File: src/rtl/core/spb_pkg.sv
`timescale 1ns / 1ps
// Package for the sound peak to brightness block.
// Holds the sequencer state type, register indexes and fixed constants.
package spb_pkg;

  // brightness width; also the number of divider steps
  localparam int unsigned BRIGHT_BITS = 8;
  localparam int unsigned STEP_BITS   = $clog2(BRIGHT_BITS);

  // threshold value after reset
  localparam int unsigned THRESH_RESET = 5;

  // configuration register indexes
  typedef logic [0:0] reg_index_t;
  localparam reg_index_t REG_QUIET  = 1'b0;
  localparam reg_index_t REG_THRESH = 1'b1;

  typedef enum logic [2:0] {
    ST_IDLE,
    ST_CHECK,
    ST_SCALE,
    ST_DIV,
    ST_OUT
  } state_t;

endpackage

File: src/rtl/core/sound_peak_to_brightness.sv
`timescale 1ns / 1ps
// Sound peak to brightness: window peak meter with a shared divider.
// Depends on spb_pkg.
//
// Usage:
//   Slave stream carries microphone samples (tdata) with tlast marking the
//   last sample of a measurement window. Each accepted beat is folded into
//   the window peak as |sample - quiet_level|. A beat with tlast closes the
//   window and produces exactly one master beat holding the brightness:
//   0 when the peak does not exceed noise_threshold, otherwise
//   (peak - thr) * 255 / (alltime - thr), rounded down.
//   Beats without tlast produce nothing.
//   A window-closing beat above threshold keeps s_tready low through the
//   check state, the scale state, 8 restoring divider steps (one quotient
//   bit per cycle through a single compare/subtract unit), and the state
//   that loads the output register.
//   A dark window skips scale and divide and goes from check to load.
//   The output register holds the result until taken; samples without
//   tlast are still accepted while it waits. A second result stalls in the
//   final state until the register frees up.
//   Reset (synchronous, active high) clears window and all-time peaks,
//   quiet_level to 0, noise_threshold to 5, and drops m_tvalid.
//   Config writes (cfg_we) take effect on the next beat; write only while
//   idle.
module sound_peak_to_brightness #(
  parameter int unsigned SAMPLE_BITS = 12
) (
  input  logic                                 clk,
  input  logic                                 rst,
  // slave stream
  input  logic                                 s_tvalid,
  output logic                                 s_tready,
  input  logic [((SAMPLE_BITS+7)/8)*8-1:0]     s_tdata,   // [SAMPLE_BITS-1:0] mic_sample
  input  logic                                 s_tlast,   // window_end
  // master stream
  output logic                                 m_tvalid,
  input  logic                                 m_tready,
  output logic [spb_pkg::BRIGHT_BITS-1:0]      m_tdata,   // [7:0] brightness
  // config write port
  input  logic                                 cfg_we,
  input  spb_pkg::reg_index_t                  cfg_addr,
  input  logic [SAMPLE_BITS-1:0]               cfg_wdata
);
  import spb_pkg::*;

  localparam int unsigned SW = SAMPLE_BITS;
  localparam int unsigned DW = SAMPLE_BITS + BRIGHT_BITS;  // scaled numerator width

  state_t state, state_next;

  // config registers
  logic [SW-1:0] quiet_level;
  logic [SW-1:0] noise_threshold;

  // peak state
  logic [SW-1:0] window_peak;
  logic [SW-1:0] alltime_peak;

  // divider
  logic [DW-1:0]          rem;      // running remainder / numerator
  logic [DW-1:0]          dsr;      // shifted divisor
  logic [BRIGHT_BITS-1:0] quo;
  logic [STEP_BITS-1:0]   step;

  // output register
  logic                   out_valid;
  logic [BRIGHT_BITS-1:0] out_data;

  // control
  logic          in_beat;
  logic          out_load;
  logic [SW-1:0] sample;
  logic [SW-1:0] mag;
  logic          above;
  logic [SW-1:0] alltime_upd;
  logic          rem_ge;

  assign sample  = s_tdata[SW-1:0];
  assign in_beat = s_tvalid && s_tready;
  assign mag     = (sample >= quiet_level) ? (sample - quiet_level) : (quiet_level - sample);
  assign above   = window_peak > noise_threshold;
  assign alltime_upd = (window_peak > alltime_peak) ? window_peak : alltime_peak;
  assign rem_ge  = rem >= dsr;

  // next state
  always_comb begin
    state_next = state;
    case (state)
      ST_IDLE:  if (in_beat && s_tlast) state_next = ST_CHECK;
      ST_CHECK: state_next = above ? ST_SCALE : ST_OUT;
      ST_SCALE: state_next = ST_DIV;
      ST_DIV:   if (step == STEP_BITS'(BRIGHT_BITS - 1)) state_next = ST_OUT;
      ST_OUT:   if (!out_valid || m_tready) state_next = ST_IDLE;
      default:  state_next = ST_IDLE;
    endcase
  end

  // control outputs
  always_comb begin
    s_tready = 1'b0;
    out_load = 1'b0;
    case (state)
      ST_IDLE: s_tready = 1'b1;
      ST_OUT:  out_load = !out_valid || m_tready;
      default: begin
        s_tready = 1'b0;
        out_load = 1'b0;
      end
    endcase
  end

  always_ff @(posedge clk) begin
    if (rst) begin
      state           <= ST_IDLE;
      quiet_level     <= '0;
      noise_threshold <= SW'(THRESH_RESET);
      window_peak     <= '0;
      alltime_peak    <= '0;
      out_valid       <= 1'b0;
    end else begin
      state <= state_next;

      if (cfg_we) begin
        case (cfg_addr)
          REG_QUIET:  quiet_level     <= cfg_wdata;
          REG_THRESH: noise_threshold <= cfg_wdata;
          default:    ;
        endcase
      end

      // sample folds into the window peak before the window-end check
      if (in_beat && mag > window_peak) window_peak <= mag;

      if (state == ST_CHECK) begin
        window_peak <= '0;
        if (above) alltime_peak <= alltime_upd;
      end

      if (out_load)            out_valid <= 1'b1;
      else if (m_tready)       out_valid <= 1'b0;
    end
  end

  // datapath, no reset needed
  always_ff @(posedge clk) begin
    case (state)
      ST_CHECK: begin
        rem  <= {{BRIGHT_BITS{1'b0}}, window_peak - noise_threshold};
        quo  <= '0;
        step <= '0;
      end
      ST_SCALE: begin
        // x * 255 = (x << 8) - x; span uses the updated all-time peak
        rem <= (rem << BRIGHT_BITS) - rem;
        dsr <= {1'b0, alltime_peak - noise_threshold, {(BRIGHT_BITS-1){1'b0}}};
      end
      ST_DIV: begin
        if (rem_ge) rem <= rem - dsr;
        dsr  <= dsr >> 1;
        quo  <= {quo[BRIGHT_BITS-2:0], rem_ge};
        step <= step + 1'b1;
      end
      default: ;
    endcase
    if (out_load) out_data <= quo;
  end

  assign m_tvalid = out_valid;
  assign m_tdata  = out_data;

endmodule

File: config.mk
export PLATFORM = sky130hd
export DESIGN_NAME = sound_peak_to_brightness
export DESIGN_NICKNAME = d
export VERILOG_FILES = /design/src/rtl/core/spb_pkg.sv /design/src/rtl/core/sound_peak_to_brightness.sv
export SDC_FILE = /design/constraint.sdc
export NUM_CORES = 1
export LEC_CHECK = 0
export ABC_AREA = 0
export BUFFER_PORTS_ARGS = -buffer_cell sky130_fd_sc_hd__buf_2
export CAP_MARGIN = 0
export CORE_ASPECT_RATIO = 1.1
export CORE_MARGIN = 2
export CORE_UTILIZATION = 45
export CTS_BUF_LIST = sky130_fd_sc_hd__clkbuf_8
export CTS_CLUSTER_DIAMETER = 150
export CTS_CLUSTER_SIZE = 25
export DETAILED_ROUTE_END_ITERATION = 12
export GPL_TIMING_DRIVEN = 0
export PLACE_DENSITY = 0.71
export SETUP_SLACK_MARGIN = 0.15
export SLEW_MARGIN = 0
export SYNTH_ARGS = -nofsm -noshare
export SYNTH_HDL_FRONTEND = slang
export SYNTH_SLANG_ARGS = --single-unit
File: constraint.sdc
create_clock -name clk -period 7.1 [get_ports clk]
set_input_delay 2.13 -clock clk [delete_from_list [all_inputs] [get_ports clk]]
set_output_delay 2.13 -clock clk [all_outputs]
set_load 0.01 [all_outputs]
; Word level (Yosys, flattened, before mapping)
; Index checks and enable logic that the tools add are counted.
; W data, S select, Z words.
[classes]
n_reduce_logical = 16
add_sub_neg = 7
mux = 15
n_lt_le_gt_ge = 5
n_bitwise = 1
n_eq_ne = 9
[ops]
columns = cell, count
row1 = $pmux W20 S3, 1
row2 = $sub A12 B12 Y12, 4
row3 = $pmux W20 S2, 1
row4 = $sub A20 B20 Y20, 2
row5 = $gt A12 B12 Y1, 3
row6 = $ge A20 B20 Y1, 1
row7 = $mux W20, 1
row8 = $pmux W8 S2, 1
row9 = $pmux W3 S5, 1
row10 = $ge A12 B12 Y1, 1
row11 = $mux W12, 1
row12 = $mux W3, 4
row13 = $ne A2 B2 Y1 const B, 4
row14 = $eq A3 B2 Y1 const B, 2
row15 = $eq A3 B3 Y1 const B, 2
row16 = $pmux W3 S2, 1
row17 = $reduce_and A2 Y1, 3
row18 = $reduce_and A3 Y1, 2
row19 = $reduce_bool A2 Y1, 3
row20 = $mux W1, 4
row21 = $add A3 B1 Y3 const B, 1
row22 = $eq A3 B1 Y1 const B, 1
row23 = $logic_and A1 B1 Y1, 3
row24 = $logic_not A3 Y1, 1
row25 = 5 further kinds, 5
[word_totals]
elab_cells = 64
inputBits = 35
ff_bits = 111

; Depth between registers and ports, before layout
[depth]
word_depth = 6
ltp_mapped = 23
ltp_nobuf = 20

; Worst setup path before layout
; OpenSTA, ideal clock, no wires.
[synth_path]
path_kind = input-to-reg
start = input s_tdata[0]
end = register window_peak[10]
n_path_buf = 3
arrival_ns = 5.547
path_slack_ns = 1.426
required_ns = 6.972
path_stages = 21
setup_time_ns = 0.128
path_cell_list = inv_1 ha_1 inv_1 fa_1 nand3_1 nand3_1 nand3_1 a41oi_2 buf_4 o31ai_1 xor2_1 inv_1 ha_1 nand4_1 or2_2 o221ai_1 o2111a_1 buf_2 buf_2 mux2i_1 nor2_1
[synth_between]
elab_chain_len = 4
elab_cells_between_ends = 6
[synth_rtl]
columns = element, line
row1 = start: declaration, sound_peak_to_brightness.sv:33  ; input logic [((SAMPLE_BITS+7)/8)*8-1:0] s_tdata,
row2 = $sub A12 B12 Y12 / $ge A12 B12 Y1 (equally long branches), sound_peak_to_brightness.sv:80  ; assign mag = (sample >= quiet_level) ? (sample - quiet_level) : (quiet_level - sample);
row3 = $mux W12 (*), sound_peak_to_brightness.sv:80
row4 = net mag[7], sound_peak_to_brightness.sv:73  ; logic [SW-1:0] mag;
row5 = $gt A12 B12 Y1 (*), sound_peak_to_brightness.sv:132  ; if (in_beat && mag > window_peak) window_peak <= mag;
row6 = $logic_and A1 B1 Y1 (*), sound_peak_to_brightness.sv:132
row7 = end signal: assignment, sound_peak_to_brightness.sv:132
row8 = end: declaration, sound_peak_to_brightness.sv:56  ; logic [SW-1:0] window_peak;
; Mark *: on every way through the listed nets, which the timed path passes. The rest lies on a longest branch.
; A chain may end at the register's enable or synchronous reset.

; Worst setup path after layout
[layout_path]
start = input s_tdata[8]
end = register window_peak[8]
; Same word-level chain as after synthesis.

==> impl_metrics.csv <==
group,metric,value,unit
outcome,status,"completed",
synth,async_reset_ff_share,0,%
final_layout,nets,1198,
placed_design,pre_cts_ws,0.665,ns
route,ant_nets,0,
global_route,grt_pass1_vias,6926,
placed_design,portBuffers,40,
floorplanning,std_cell_rows,52,
synth,synth_common_cells,"inv_1, a21oi_1, ha_1",
timing,timing.hold.ws,0.441,ns
flow_run,cap_violations,0,
synth,synth.avg_cell_area,8.54,µm²
final_layout,num_antenna_cells,0,
worst_setup_path,worst_setup_path_end_kind,"flop",
cts,path_clk_slew,0.12,ns
worst_setup_path,critPathLaunchType,"primary input",
cts,cts_tree,"done",
worst_setup_path,crit_required,7.39,ns
global_route,grt_usage,22.1,%
timing,slew_violations,0,
worst_setup_path,cp_max_fo,10,
final_layout,nFillCells,1789,
timing,maxSlewHeadroom,26.3,%
timing,setup_viol,0,
timing,final_hold_viol_count,0,
final_layout,syn_to_final_growth,8.25,%
synth,yosysUniqueCellTypes,69,
route,vias,7110,
synth,synthTopCellsByArea,"edfxtp_1, ha_1, dfxtp_1, a21oi_1, inv_1",
synth,synth.most_common_cell,"inv_1",
placed_design,place_hpwl,17300,µm
floorplanning,coreArea,0.0185,mm²
synth,synth_ff_type,"edfxtp_1",
floorplanning,die_area,0.0202,mm²
cts,cts_buffers,9,
final_layout,drive_gt1_share,8.30,%
hold_path,min_path_type,"reg2reg",
timing,skew,0.0172,ns
route,wirelength,21500,µm
power_and_ir_drop,power,0.00230,W
cts,htree_levels,3,
cts,post_cts_buffers,0,
synth,yosys.area.top_type,"edfxtp_1",
global_route,grt_max_degree,29,
synth,yosysTopAreaCellShare,20.3,%
synth,synth-warning-count,0,
worst_setup_path,crit_type,"in2reg",
floorplanning,die_w,136,µm
synth,syn_inst,1003,
cts,cts_resized,0,
cts,cts_num_sinks,110,
timing,rsz0062_at_grt,"false",
global_route,grt_pass1_wl,35000,µm
timing,tightest_slew,1.10,ns
power_and_ir_drop,peakVddDrop,0.114,mV
global_route,overflow,0,
synth,syn_area,0.00857,mm²
floorplanning,initial_utilization,46.2,%
synth,ys_seq_area_share,32.5,%
placed_design,place_congestion,0.875,
floorplanning,dieHeight,149,µm
worst_setup_path,cp.arrival,6.29,ns
synth,synth_edf_count,58,
cts,clock_latency,0.42,ns
timing,clock.fmax,167,MHz
synth,synth_seq_cells,110,
cts,cts_hold_buf,0,
global_route,antenna_found_initial,0,
timing,setup_ws,1.10,ns
power_and_ir_drop,power_leakage,3.99,nW
synth,synth.net_count,1146,
power_and_ir_drop,power_density,248,mW/mm²
cts,root_buffer,"clkbuf_8",
route,drc_errors,0,
cts,cts_buffer_depth,2,
timing,fin_crit,6.00,ns
floorplanning,io_pins,45,
timing,setup_tns,0,ns
route,wire_per_inst,16.5,µm
route,first_pass_iters,5,
route,dr.first_iter.drc_count,456,
timing,min_period_over_period,84.5,%
route,avgViaCountPerCell,5.46,
worst_setup_path,r2r_setup_slack,2.59,ns
final_layout,finish.utilization,50.0,%
## flip-flops by register name, summed over array words and instances, names as in the netlist
signal	flops
window_peak	12
state	3
dsr	19
m_tvalid	1
rem	20
noise_threshold	12
step	3
quo	8
m_tdata	8
quiet_level	12
alltime_peak	12
## area by class of cell
type | instances | area, µm² | share of cell area, %
Multi-Input combinational cell | 750 | 5210 | 56.2
Sequential cell | 110 | 2780 | 30.0
Tap cell | 243 | 304 | 3.28
Clock buffer | 9 | 124 | 1.34
Clock inverter | 7 | 61.3 | 0.661
Buffer | 36 | 179 | 1.93
Timing Repair Buffer | 41 | 211 | 2.28
Inverter | 107 | 402 | 4.33
## critical path: stages
cell	delay, ns
buf_2	0.09
inv_1	0.04
ha_1	0.26
clkbuf_2	0.17
nand3_1	0.16
nor2_2	0.16
nand3_1	0.17
a41oi_2	0.42
buf_4	0.28
o211ai_1	0.11
o31a_1	0.13
xnor2_1	0.22
inv_1	0.07
ha_1	0.29
nand4_1	0.13
or2_2	0.33
o221ai_1	0.19
o2111a_1	0.20
buf_2	0.20
buf_2	0.27
mux2i_1	0.23
nor2_1	0.05
## logic make-up (layout without fill, tap and decap cells)
group / after synthesis / count (layout) / share of synthesized area, %
fa+ha+maj: 108 / 108 / 16.2
mux: 32 / 32 / 3.75
simple gates: 294 / 294 / 16.1
flops: 110 / 110 / 32.5
xor+xnor: 57 / 57 / 5.83
compound gates: 259 / 259 / 18.9
buf+inv: 143 / 200 / 6.76
## layer usage
layer  global-route usage, %  share of wire, %
met2                    39.6                50
met3                    2.66               2.8
met1                    26.7                43
met5                       0                 0
met4                    9.38               3.3
## path summary, 6_finish.rpt
path	start	to	cells past startpoint
hold / removal	quo[7]	m_tdata[7]	0
hold reg to reg	quo[7]	m_tdata[7]	0
setup reg to reg	quiet_level[8]	window_peak[8]	20
setup / recovery	s_tdata[8]	window_peak[8]	22
## metrics by stage
stage	instance area [µm²]	instances
detailed placement	9090	1287
CTS	9280	1303
floorplan	8570	1003
finish	9280	1303
global route	9280	1303
global placement	9070	1286
## report_power, final
part	internal (W)	switching, W	total [W]
Sequential	0.000759	0.0000759	0.000835
Clock	0.000136	0.000250	0.000386
Combinational	0.000461	0.000620	0.00108
## cell usage in the layout, fill, tap and decap left out, types with 3 or more instances in the layout
cell type / synthesis / routed
dfxtp_1: 52 / 52
nand3_1: 16 / 16
ha_1: 103 / 103
clkbuf_8: 0 / 9
o21bai_1: 6 / 6
fa_1: 5 / 5
nor3_1: 16 / 15
a211oi_1: 13 / 13
xor2_1: 26 / 26
clkbuf_1: 22 / 21
buf_2: 8 / 48
o21ai_0: 41 / 41
a21oi_1: 103 / 103
a21boi_0: 7 / 7
o211ai_1: 4 / 4
and2_1: 4 / 4
a21o_1: 26 / 26
inv_6: 0 / 3
o21a_1: 11 / 11
or2_2: 6 / 6
or3_1: 3 / 3
edfxtp_1: 58 / 58
nand2b_1: 15 / 15
nor2b_1: 15 / 15
o22ai_1: 6 / 6
nand3b_1: 4 / 4
nand2_1: 96 / 96
a31oi_1: 4 / 4
nor2_1: 84 / 84
o31ai_1: 6 / 6
mux2i_1: 31 / 31
inv_1: 106 / 106
nand4_1: 11 / 11
and3_1: 15 / 15
a22oi_1: 7 / 7
xnor2_1: 31 / 31
(Power assumes the default switching activity.)
